### config.mk
export PLATFORM = sky130hd
export DESIGN_NAME = sdo_upload_client_queue
export DESIGN_NICKNAME = d
export VERILOG_FILES = /design/src/rtl/core/sdo_pkg.sv /design/src/rtl/core/sdo_dp.sv /design/src/rtl/core/sdo_ctrl.sv /design/src/rtl/core/sdo_upload_client_queue.sv
export VERILOG_INCLUDE_DIRS = /design/src /design/src/rtl/core
export SDC_FILE = /design/constraint.sdc
export NUM_CORES = 1
export LEC_CHECK = 0
export BUFFER_PORTS_ARGS = -buffer_cell sky130_fd_sc_hd__buf_4
export CAP_MARGIN = 25
export CORE_ASPECT_RATIO = 1.5
export CORE_MARGIN = 5
export CORE_UTILIZATION = 53
export CTS_BUF_LIST = sky130_fd_sc_hd__clkbuf_8
export DETAILED_ROUTE_END_ITERATION = 16
export HOLD_SLACK_MARGIN = 0.08
export PLACE_DENSITY_LB_ADDON = 0.15
export SLEW_MARGIN = 5
export SYNTH_ARGS = -nofsm -noshare
export SYNTH_HDL_FRONTEND = slang
export SYNTH_HIERARCHICAL = 1
export SYNTH_SLANG_ARGS = --single-unit
### constraint.sdc
create_clock -name clk -period 9.85 [get_ports clk]
set_input_delay 0.4925 -clock clk [delete_from_list [all_inputs] [get_ports clk]]
set_output_delay 0.4925 -clock clk [all_outputs]
set_load 0.02 [all_outputs]
### src/rtl/core/sdo_upload_client_queue_defines.svh
// Assertion helpers for the top-level file of this block.
`ifndef SDO_UPLOAD_CLIENT_QUEUE_DEFINES_SVH
`define SDO_UPLOAD_CLIENT_QUEUE_DEFINES_SVH
`define SUCQ_ASSERT_IMP(label, clk, rst_n, a, c) \
	label: assert property (@(posedge clk) disable iff (!rst_n) (a) |-> (c)) \
		else $error("implication failed");
`define SUCQ_ASSERT_NEXT(label, clk, rst_n, a, c) \
	label: assert property (@(posedge clk) disable iff (!rst_n) (a) |=> (c)) \
		else $error("next-cycle check failed");
`endif

### src/rtl/core/sdo_pkg.sv
`timescale 1ns / 1ps
`default_nettype none
package sdo_pkg;
	localparam int QueueDepthDefault = 16;
	localparam logic [15:0] TimeoutDefault = 16'd50;
	localparam logic [10:0] TxBase = 11'h600;
	localparam logic [10:0] RxBase = 11'h580;
	localparam logic [31:0] AbortNoMemory = 32'h05040005;

	typedef enum logic [2:0] {
		ACT_PLAIN = 3'd0, ACT_SEG = 3'd1, ACT_MARK = 3'd2, ACT_FRAME = 3'd3, ACT_TICK = 3'd4
	} action_t;
	typedef enum logic [1:0] {
		RK_FRAME = 2'd0, RK_DATA = 2'd1, RK_DONE = 2'd2, RK_FAIL = 2'd3
	} kind_t;
	typedef enum logic [1:0] {
		ERR_BAD = 2'd0, ERR_TIMEOUT = 2'd1, ERR_CAPACITY = 2'd2, ERR_UNSUP = 2'd3
	} err_t;

	typedef struct packed {
		logic [2:0] action;
		logic [6:0] node_id;
		logic [15:0] object_index;
		logic [7:0] object_subindex;
		logic [7:0] byte_limit;
		logic [7:0] request_tag;
		logic [10:0] frame_id;
		logic [3:0] frame_length;
		logic [63:0] frame_data;
	} in_item_t;

	typedef struct packed {
		logic [1:0] result_kind;
		logic [10:0] out_can_id;
		logic [63:0] out_payload;
		logic [3:0] byte_count;
		logic [7:0] total_length;
		logic [1:0] error_code;
		logic [7:0] out_tag;
		logic last;
	} out_item_t;

	typedef struct packed {
		logic [1:0] kind;
		logic [6:0] node;
		logic [15:0] idx;
		logic [7:0] sub;
		logic [7:0] maxlen;
		logic [7:0] tag;
	} entry_t;

	typedef enum logic [2:0] {
		ST_IDLE, ST_READ, ST_EVAL, ST_EMIT
	} state_t;

	// Controller to datapath.
	typedef struct packed {
		logic capture;
		logic evaluate;
		logic advance;
	} cmd_t;

	// Datapath to controller.
	typedef struct packed {
		logic [1:0] n_res;
		logic [1:0] sel;
	} sts_t;

	function automatic logic [63:0] byte_mask(input logic [3:0] n);
		logic [63:0] m;
		m = '0;
		for (int i = 0; i < 8; i++) begin
			if (4'(i) < n) m[i*8 +: 8] = 8'hFF;
		end
		return m;
	endfunction
endpackage
`default_nettype wire

### src/rtl/core/sdo_dp.sv
`timescale 1ns / 1ps
`default_nettype none
module sdo_dp import sdo_pkg::*; #(
	parameter int QUEUE_DEPTH = QueueDepthDefault
) (
	input wire logic clk,
	input wire logic arst_n,
	input wire in_item_t in_item,
	input wire logic [15:0] timeout_ms,
	input wire cmd_t cmd,
	output sts_t sts,
	output out_item_t res
);
	localparam int AW = (QUEUE_DEPTH > 1) ? $clog2(QUEUE_DEPTH) : 1;
	localparam int CW = $clog2(QUEUE_DEPTH + 1);

	entry_t mem [QUEUE_DEPTH];
	entry_t head_q;
	in_item_t item_q;
	logic [AW-1:0] head_ptr_q;
	logic [CW-1:0] count_q;
	logic head_sent_q, toggle_q, in_seg_q;
	logic [15:0] elapsed_q;
	logic [7:0] rx_q;
	out_item_t r_q [3];
	logic [1:0] n_q;

	logic [AW-1:0] wr_ptr;
	logic [AW:0] wsum;
	logic [AW-1:0] head_next;
	assign wsum = {1'b0, head_ptr_q} + (AW+1)'(count_q);
	assign wr_ptr = (wsum >= (AW+1)'(QUEUE_DEPTH)) ? AW'(wsum - (AW+1)'(QUEUE_DEPTH))
		: AW'(wsum);
	assign head_next = (head_ptr_q == AW'(QUEUE_DEPTH - 1)) ? '0 : head_ptr_q + AW'(1);

	logic is_req;
	assign is_req = item_q.action == ACT_PLAIN || item_q.action == ACT_SEG
		|| item_q.action == ACT_MARK;

	// The head entry is fetched through a registered read port.
	always_ff @(posedge clk) begin
		if (cmd.capture && (in_item.action == ACT_PLAIN || in_item.action == ACT_SEG
				|| in_item.action == ACT_MARK) && count_q < CW'(QUEUE_DEPTH)) begin
			mem[wr_ptr] <= '{kind: in_item.action[1:0],
				node: (in_item.action == ACT_MARK) ? '0 : in_item.node_id,
				idx: (in_item.action == ACT_MARK) ? '0 : in_item.object_index,
				sub: (in_item.action == ACT_MARK) ? '0 : in_item.object_subindex,
				maxlen: (in_item.action == ACT_SEG) ? in_item.byte_limit : '0,
				tag: in_item.request_tag};
		end
		head_q <= mem[head_ptr_q];
		if (cmd.capture) item_q <= in_item;
	end

	out_item_t r [3];
	logic [1:0] n;
	logic pop, set_sent, set_seg, flip, clr_el, inc_el;
	logic [7:0] new_rx;
	logic [63:0] data, abrt;
	logic [7:0] c;
	logic [3:0] len, take, dl;
	logic [8:0] sum;
	logic [10:0] tx_id;

	always_comb begin
		r[0] = '0; r[1] = '0; r[2] = '0;
		n = 2'd0;
		pop = 1'b0; set_sent = 1'b0; set_seg = 1'b0; flip = 1'b0;
		clr_el = 1'b0; inc_el = 1'b0; new_rx = rx_q;
		len = (item_q.frame_length > 4'd8) ? 4'd8 : item_q.frame_length;
		data = item_q.frame_data & byte_mask(len);
		c = data[7:0];
		tx_id = TxBase + 11'(head_q.node);
		abrt = {AbortNoMemory, head_q.sub, head_q.idx, 8'h80};
		take = '0; dl = '0; sum = '0;
		for (int i = 0; i < 3; i++) r[i].out_tag = head_q.tag;
		if (!is_req && count_q != '0) begin
			if (item_q.action == ACT_TICK) begin
				if (head_q.kind == ACT_MARK[1:0]) begin
					r[0].result_kind = RK_DONE; n = 2'd1; pop = 1'b1;
				end else if (!head_sent_q) begin
					r[0].result_kind = RK_FRAME; r[0].out_can_id = tx_id;
					r[0].out_payload = {32'h0, head_q.sub, head_q.idx, 8'h40};
					n = 2'd1; set_sent = 1'b1; clr_el = 1'b1;
				end else begin
					inc_el = 1'b1;
					if (((elapsed_q == 16'hFFFF) ? elapsed_q : elapsed_q + 16'd1)
							>= timeout_ms) begin
						r[0].result_kind = RK_FAIL; r[0].total_length = rx_q;
						r[0].error_code = ERR_TIMEOUT; n = 2'd1; pop = 1'b1;
					end
				end
			end else if (item_q.action == ACT_FRAME && head_sent_q
					&& head_q.kind != ACT_MARK[1:0]
					&& item_q.frame_id == RxBase + 11'(head_q.node)) begin
				if (!in_seg_q) begin
					if (c[7:5] != 3'b010) begin
						r[0].result_kind = RK_FAIL; r[0].error_code = ERR_BAD;
						n = 2'd1; pop = 1'b1;
					end else if (c[1]) begin
						take = c[0] ? 4'd4 - {2'b0, c[3:2]} : 4'd4;
						if (head_q.kind == ACT_SEG[1:0] && {4'b0, take} > head_q.maxlen)
							take = head_q.maxlen[3:0];
						r[0].result_kind = RK_DATA;
						r[0].out_payload = {32'h0, data[63:32]} & byte_mask(take);
						r[0].byte_count = take; r[0].total_length = {4'b0, take};
						r[1].result_kind = RK_DONE; r[1].total_length = {4'b0, take};
						n = 2'd2; pop = 1'b1;
					end else if (head_q.kind == ACT_PLAIN[1:0]) begin
						r[0].result_kind = RK_FRAME; r[0].out_can_id = tx_id;
						r[0].out_payload = abrt;
						r[1].result_kind = RK_FAIL; r[1].error_code = ERR_UNSUP;
						n = 2'd2; pop = 1'b1;
					end else begin
						set_seg = 1'b1; new_rx = '0; clr_el = 1'b1;
						r[0].result_kind = RK_FRAME; r[0].out_can_id = tx_id;
						r[0].out_payload = 64'h60; n = 2'd1;
					end
				end else begin
					if (c[7:5] != 3'b000 || c[4] != toggle_q) begin
						r[0].result_kind = RK_FAIL; r[0].total_length = rx_q;
						r[0].error_code = ERR_BAD; n = 2'd1; pop = 1'b1;
					end else begin
						dl = 4'd7 - {1'b0, c[3:1]};
						sum = {1'b0, rx_q} + 9'(dl);
						take = (sum > {1'b0, head_q.maxlen}) ? 4'(head_q.maxlen - rx_q) : dl;
						new_rx = rx_q + 8'(take);
						r[0].result_kind = RK_DATA;
						r[0].out_payload = (data >> 8) & byte_mask(take);
						r[0].byte_count = take; r[0].total_length = new_rx;
						n = 2'd2;
						if (c[0]) begin
							r[1].result_kind = RK_DONE; r[1].total_length = new_rx;
							pop = 1'b1;
						end else if (new_rx == head_q.maxlen) begin
							r[1].result_kind = RK_FRAME; r[1].out_can_id = tx_id;
							r[1].out_payload = abrt;
							r[2].result_kind = RK_FAIL; r[2].total_length = new_rx;
							r[2].error_code = ERR_CAPACITY; n = 2'd3; pop = 1'b1;
						end else begin
							flip = 1'b1; clr_el = 1'b1;
							r[1].result_kind = RK_FRAME; r[1].out_can_id = tx_id;
							r[1].out_payload = {59'h0, ~toggle_q, 4'h0} | 64'h60;
						end
					end
				end
			end
		end
		if (n != 2'd0) r[n - 2'd1].last = 1'b1;
	end

	always_ff @(posedge clk or negedge arst_n) begin
		if (!arst_n) begin
			head_ptr_q <= '0; count_q <= '0; head_sent_q <= 1'b0; toggle_q <= 1'b0;
			in_seg_q <= 1'b0; elapsed_q <= '0; rx_q <= '0; n_q <= '0;
		end else if (cmd.evaluate) begin
			n_q <= n;
			if (is_req) begin
				if (count_q < CW'(QUEUE_DEPTH)) count_q <= count_q + CW'(1);
			end else if (pop) begin
				head_ptr_q <= head_next; count_q <= count_q - CW'(1);
				head_sent_q <= 1'b0; elapsed_q <= '0; rx_q <= '0;
				toggle_q <= 1'b0; in_seg_q <= 1'b0;
			end else begin
				if (set_sent) head_sent_q <= 1'b1;
				if (set_seg) begin in_seg_q <= 1'b1; toggle_q <= 1'b0; end
				if (flip) toggle_q <= ~toggle_q;
				if (clr_el) elapsed_q <= '0;
				else if (inc_el && elapsed_q != 16'hFFFF) elapsed_q <= elapsed_q + 16'd1;
				rx_q <= new_rx;
			end
		end
	end

	// The capture command is only issued in idle, so the write pointer uses count_q directly.
	logic [1:0] sel_q;
	always_ff @(posedge clk) begin
		if (cmd.evaluate) begin
			r_q[0] <= r[0]; r_q[1] <= r[1]; r_q[2] <= r[2];
		end
	end
	always_ff @(posedge clk or negedge arst_n) begin
		if (!arst_n) sel_q <= '0;
		else if (cmd.evaluate) sel_q <= '0;
		else if (cmd.advance) sel_q <= sel_q + 2'd1;
	end
	assign sts.n_res = n_q;
	assign sts.sel = sel_q;
	assign res = (sel_q == 2'd0) ? r_q[0] : (sel_q == 2'd1) ? r_q[1] : r_q[2];
endmodule
`default_nettype wire

### src/rtl/core/sdo_ctrl.sv
`timescale 1ns / 1ps
`default_nettype none
module sdo_ctrl import sdo_pkg::*; (
	input wire logic clk,
	input wire logic arst_n,
	input wire logic in_valid,
	output logic in_stall,
	output logic out_valid,
	input wire logic out_stall,
	input wire sts_t sts,
	output cmd_t cmd
);
	state_t state_q, state_d;

	always_ff @(posedge clk or negedge arst_n) begin
		if (!arst_n) state_q <= ST_IDLE;
		else state_q <= state_d;
	end

	always_comb begin
		state_d = state_q;
		cmd = '0;
		in_stall = 1'b1;
		out_valid = 1'b0;
		unique case (state_q)
			ST_IDLE: begin
				in_stall = 1'b0;
				if (in_valid) begin
					cmd.capture = 1'b1;
					state_d = ST_READ;
				end
			end
			ST_READ: state_d = ST_EVAL;
			ST_EVAL: begin
				cmd.evaluate = 1'b1;
				state_d = ST_EMIT;
			end
			ST_EMIT: begin
				if (sts.n_res == 2'd0) begin
					state_d = ST_IDLE;
				end else begin
					out_valid = 1'b1;
					if (!out_stall) begin
						cmd.advance = 1'b1;
						if (sts.sel + 2'd1 == sts.n_res) state_d = ST_IDLE;
					end
				end
			end
			default: state_d = ST_IDLE;
		endcase
	end
endmodule
`default_nettype wire

### src/rtl/core/sdo_upload_client_queue.sv
`timescale 1ns / 1ps
`default_nettype none
// CANopen SDO upload client with a queue of QUEUE_DEPTH read requests. Each input
// beat passes the controller states for capture, queue read and evaluate, and the
// emit state then hands out up to three result beats, holding each while out_stall
// is high, or none for a beat without results. The order is set by the controller
// sequence and the single registered read port of the request queue. Input is held
// off while results drain. timeout_ms is written through its own valid/ready port,
// which is always ready; write it only while no input beat is in flight.
`include "sdo_upload_client_queue_defines.svh"
module sdo_upload_client_queue import sdo_pkg::*; #(
	parameter int QUEUE_DEPTH = QueueDepthDefault
) (
	input wire logic clk,
	input wire logic arst_n,
	input wire logic in_valid,
	output logic in_stall,
	input wire in_item_t in_data,
	output logic out_valid,
	input wire logic out_stall,
	output out_item_t out_data,
	input wire logic cfg_valid,
	output logic cfg_ready,
	input wire logic [15:0] cfg_data
);
	logic [15:0] timeout_q;
	cmd_t cmd;
	sts_t sts;

	assign cfg_ready = 1'b1;
	always_ff @(posedge clk or negedge arst_n) begin
		if (!arst_n) timeout_q <= TimeoutDefault;
		else if (cfg_valid) timeout_q <= cfg_data;
	end

	sdo_ctrl u_ctrl (.clk, .arst_n, .in_valid, .in_stall, .out_valid, .out_stall,
		.sts, .cmd);
	sdo_dp #(.QUEUE_DEPTH(QUEUE_DEPTH)) u_dp (.clk, .arst_n, .in_item(in_data),
		.timeout_ms(timeout_q), .cmd, .sts, .res(out_data));

	`SUCQ_ASSERT_IMP(a_no_accept_while_out, clk, arst_n, out_valid, in_stall)
	`SUCQ_ASSERT_NEXT(a_accept_blocks, clk, arst_n, in_valid && !in_stall, in_stall)
	`SUCQ_ASSERT_IMP(a_sel_range, clk, arst_n, out_valid, sts.sel < sts.n_res)
endmodule
`default_nettype wire

==> flow_summary.json <==
{
  "status": "completed",
  "wirelength_um": 111000,
  "power_frac_seq_pct": 49.2,
  "wl_per_cell_um": 26.2,
  "worstMarginPinSlew_ns": 1.08,
  "grt_setup_unrepaired": "false",
  "yosysWarningCount": 6,
  "synth_seq_cells": 1117,
  "cts_buffer_depth": 3,
  "start_util_pct": 53.5,
  "synth_area_leaders": "edfxtp_1 67%, mux4_2 12%, dfrtp_1 3.0%, dfxtp_1 2.2%, ha_1 1.5%",
  "via_per_inst": 5.91,
  "ys_seq_area_share_pct": 71.9,
  "dp_cells": 3798,
  "cp-end-kind": "flop",
  "synth_flop_cell": "edfxtp_1",
  "finish.instance_area_um2": 53100,
  "dp_hpwl_um": 64100,
  "synth_area_um2": 45600,
  "grt_pass1_wl_um": 166000,
  "cellPowerDensity_nw_per_um2": 227,
  "io_buffers": 243,
  "combPwrFrac_pct": 21.6,
  "skew_ns": 0.0327,
  "setup_viol": 0,
  "boundaryPins": 253,
  "fin_crit_ns": 7.47,
  "tns_ns": 0,
  "syn2layout_area_growth_pct": 16.5,
  "synth_top_area_cell": "edfxtp_1",
  "crit_fanout": 25,
  "clock-root-buffer": "clkbuf_8",
  "p_leak_nw": 18.2,
  "rrSetupSlack_ns": 2.38,
  "cts_made_buffers": 163,
  "antenna_left": 0,
  "cp_data_required_time_ns": 10.55,
  "max_freq_mhz": 134,
  "grt_max_degree": 139,
  "cts_tree": "built",
  "synth_top_area_share_pct": 66.6,
  "clkTransAtPathRegs_ns": 0.07,
  "fp-row-count": 131,
  "die_y_um": 369,
  "avgSynthCellArea_um2": 18.0,
  "gp_congestion": 0.908,
  "timing.critical_path.from": "u_dp/item_q[67]",
  "htreeDepth": 4,
  "path_class": "reg2reg",
  "gr-total-overflow": 0,
  "holdCritPathClass": "in2reg",
  "nets": 3172,
  "crit_arrival_ns": 8.17,
  "r2r-start": "u_dp/item_q[67]",
  "place_area_um2": 48600,
  "most-common-layout-cells": "1010 x edfxtp_1, 281 x buf_4, 245 x mux4_2",
  "finalMaxSlewViolations": 0,
  "r2r.worst_path.cells": 24,
  "routed-via-count": 25000,
  "clock-sinks": 1117,
  "drive_gt1_share_pct": 26.7,
  "synth_cells": 2527,
  "dieArea_um2": 92000,
  "grt_pass1_vias": 26500,
  "maxCapViolCount": 0,
  "die_x_um": 249,
  "pwr-share-clk_pct": 29.2,
  "startpoint_type": "flop",
  "crit_end": "u_dp/count_q[1]",
  "final_common_cell": "edfxtp_1",
  "core_um2": 85200,
  "ys_types": 82,
  "synth_edf_count": 1010,
  "swShare_pct": 28.7,
  "final_cells": 4236,
  "ys_async_sr_fraction_pct": 5.19,
  "post-route-drc-count": 0,
  "post-route-period-util_pct": 75.9,
  "p_int_mw": 8.61,
  "vdd_drop_max_mv": 0.178,
  "grt_usage_pct": 23.9,
  "r2r_end": "u_dp/count_q[1]",
  "drt_iter0_drc": 2217,
  "hold_viol": 0,
  "antenna_found_initial": 7,
  "slew_headroom_pct": 28.3,
  "post_cts_buffers": 0,
  "clock_latency_ns": 0.84,
  "switching_power_mw": 3.46,
  "firstDrtPassIters": 8
}
cells in the mapped netlist (11+ instances only):
cell,count
nor2b_1,54
nor2_1,107
mux2_4,13
nand3_1,27
xor2_1,16
mux4_2,245
dfxtp_1,49
ha_1,53
nor3_1,14
edfxtp_1,1010
nand2_1,164
dfrtp_1,55
nand4_1,11
o21ai_0,65
clkbuf_1,88
a21oi_1,43
mux2i_1,14
a21o_1,12
a22o_1,38
a32oi_1,17
mux2_2,14
and3_1,24
xnor2_1,36
buf_4,20
a31o_2,11
and2_1,80
buf_1,26
inv_1,51
through the flow:
| stage | util (%) | total power, mW | hold slack (ns) | worst slack, ns |
|---|---|---|---|---|
| after global routing | 62.3 | 12.6 | 0.136 | 2.03 |
| after detailed placement | 57.1 | 8.62 | 0.394 | 2.48 |
| final | 62.3 | 12.1 | 0.187 | 2.38 |
| after floorplan | - | 7.68 | 0.197 | 2.16 |
| after global placement | 57.0 | 8.56 | 0.388 | 2.34 |
| after CTS | 62.2 | 12.2 | 0.0894 | 2.45 |
sequential cells by signal (all words and copies together) (netlist names), 2 cells and up:
| register | flops |
|---|---|
| timeout_q | 16 |
| u_dp/n_q | 2 |
| u_dp/rx_q | 8 |
| u_dp/mem | 784 |
| u_dp/sel_q | 2 |
| u_dp/abrt | 24 |
| u_dp/item_q | 82 |
| u_dp/count_q | 5 |
| u_ctrl/state_q | 2 |
| u_dp/head_q | 25 |
| u_dp/head_ptr_q | 4 |
| u_dp/elapsed_q | 16 |
| u_dp/r_q | 144 |
layer usage:
metal / global-route usage, % / wire [um] / vias to the layer above
met5: 0 / 0 / -
met3: 4.72 / 6600 / 177
li1: - / - / 10900
met2: 41.9 / 58200 / 948
met4: 6.90 / 2770 / 0
met1: 30.7 / 43500 / 13000
repair_timing:
action                                 in CTS  in global routing
endpoints found under the hold margin     317                  1
gates resized for setup                     0                  0
setup endpoints to repair                   0                  0
hold buffers                              124                  1
power by group through the flow:
| stage | Sequential, mW | Combinational, mW | Clock [mW] |
|---|---|---|---|
| finish | 5.94 | 2.61 | 3.52 |
| global route | 5.98 | 2.79 | 3.83 |
| CTS | 5.94 | 2.63 | 3.61 |
| detailed placement | 6.04 | 2.58 | 0 |
| global placement | 6.02 | 2.53 | 0 |
| floorplan | 5.93 | 1.75 | 0 |
cells by family after synthesis:
kind of cell / after synthesis / synth area share, %
DFF: 1117 / 71.9
and+or+nand+nor: 534 / 5.89
muxes: 287 / 13.2
AOI/OAI and AO/OA: 276 / 4.29
buffers and inverters: 199 / 1.91
adders and majority gates: 58 / 1.68
xor gates and xnor gates: 54 / 1.08
other: 2 / 0.0165
final cells by class:
class                      instances  area, um2
antenna                            4       10.0
clock buffer                     178       2450
clock inverter                   125        651
fill                            6121      32200
inverter                          53        200
multi-input combinational       1218      12100
sequential                      1117      32800
tap                             1130       1410
timing repair buffer             411       3460
worst max-delay path, stage by stage, from the launching register on:
cell	delay, ns
edfxtp_1	0.73
or4_4	0.74
nand2_1	0.23
ha_1	0.27
a21o_1	0.16
a21oi_1	0.26
nand3b_1	0.19
xnor2_1	0.08
ha_1	0.31
and3_1	0.16
nand3_1	0.10
or3b_2	0.49
o31ai_2	0.07
buf_4	0.27
a31oi_1	0.16
ha_1	0.26
fa_1	0.44
xnor2_1	0.32
xnor2_1	0.11
a311o_1	0.32
nor4_1	0.26
and4_1	0.41
o41a_1	0.36
o21a_1	0.28
mux2_2	0.37
worst min path at each step:
stage / start / to / cells past startpoint
finish: in_valid / u_ctrl/state_q[0] / 4
global route: in_valid / u_ctrl/state_q[0] / 4
CTS: in_valid / u_ctrl/state_q[0] / 4
detailed placement: u_dp/head_q[3] / u_dp/r_q[0][204] / 0
global placement: u_dp/head_q[6] / u_dp/r_q[0][207] / 0
floorplan: arst_n / timeout_q[0] / 0
Power figures use the tool's default switching activity.
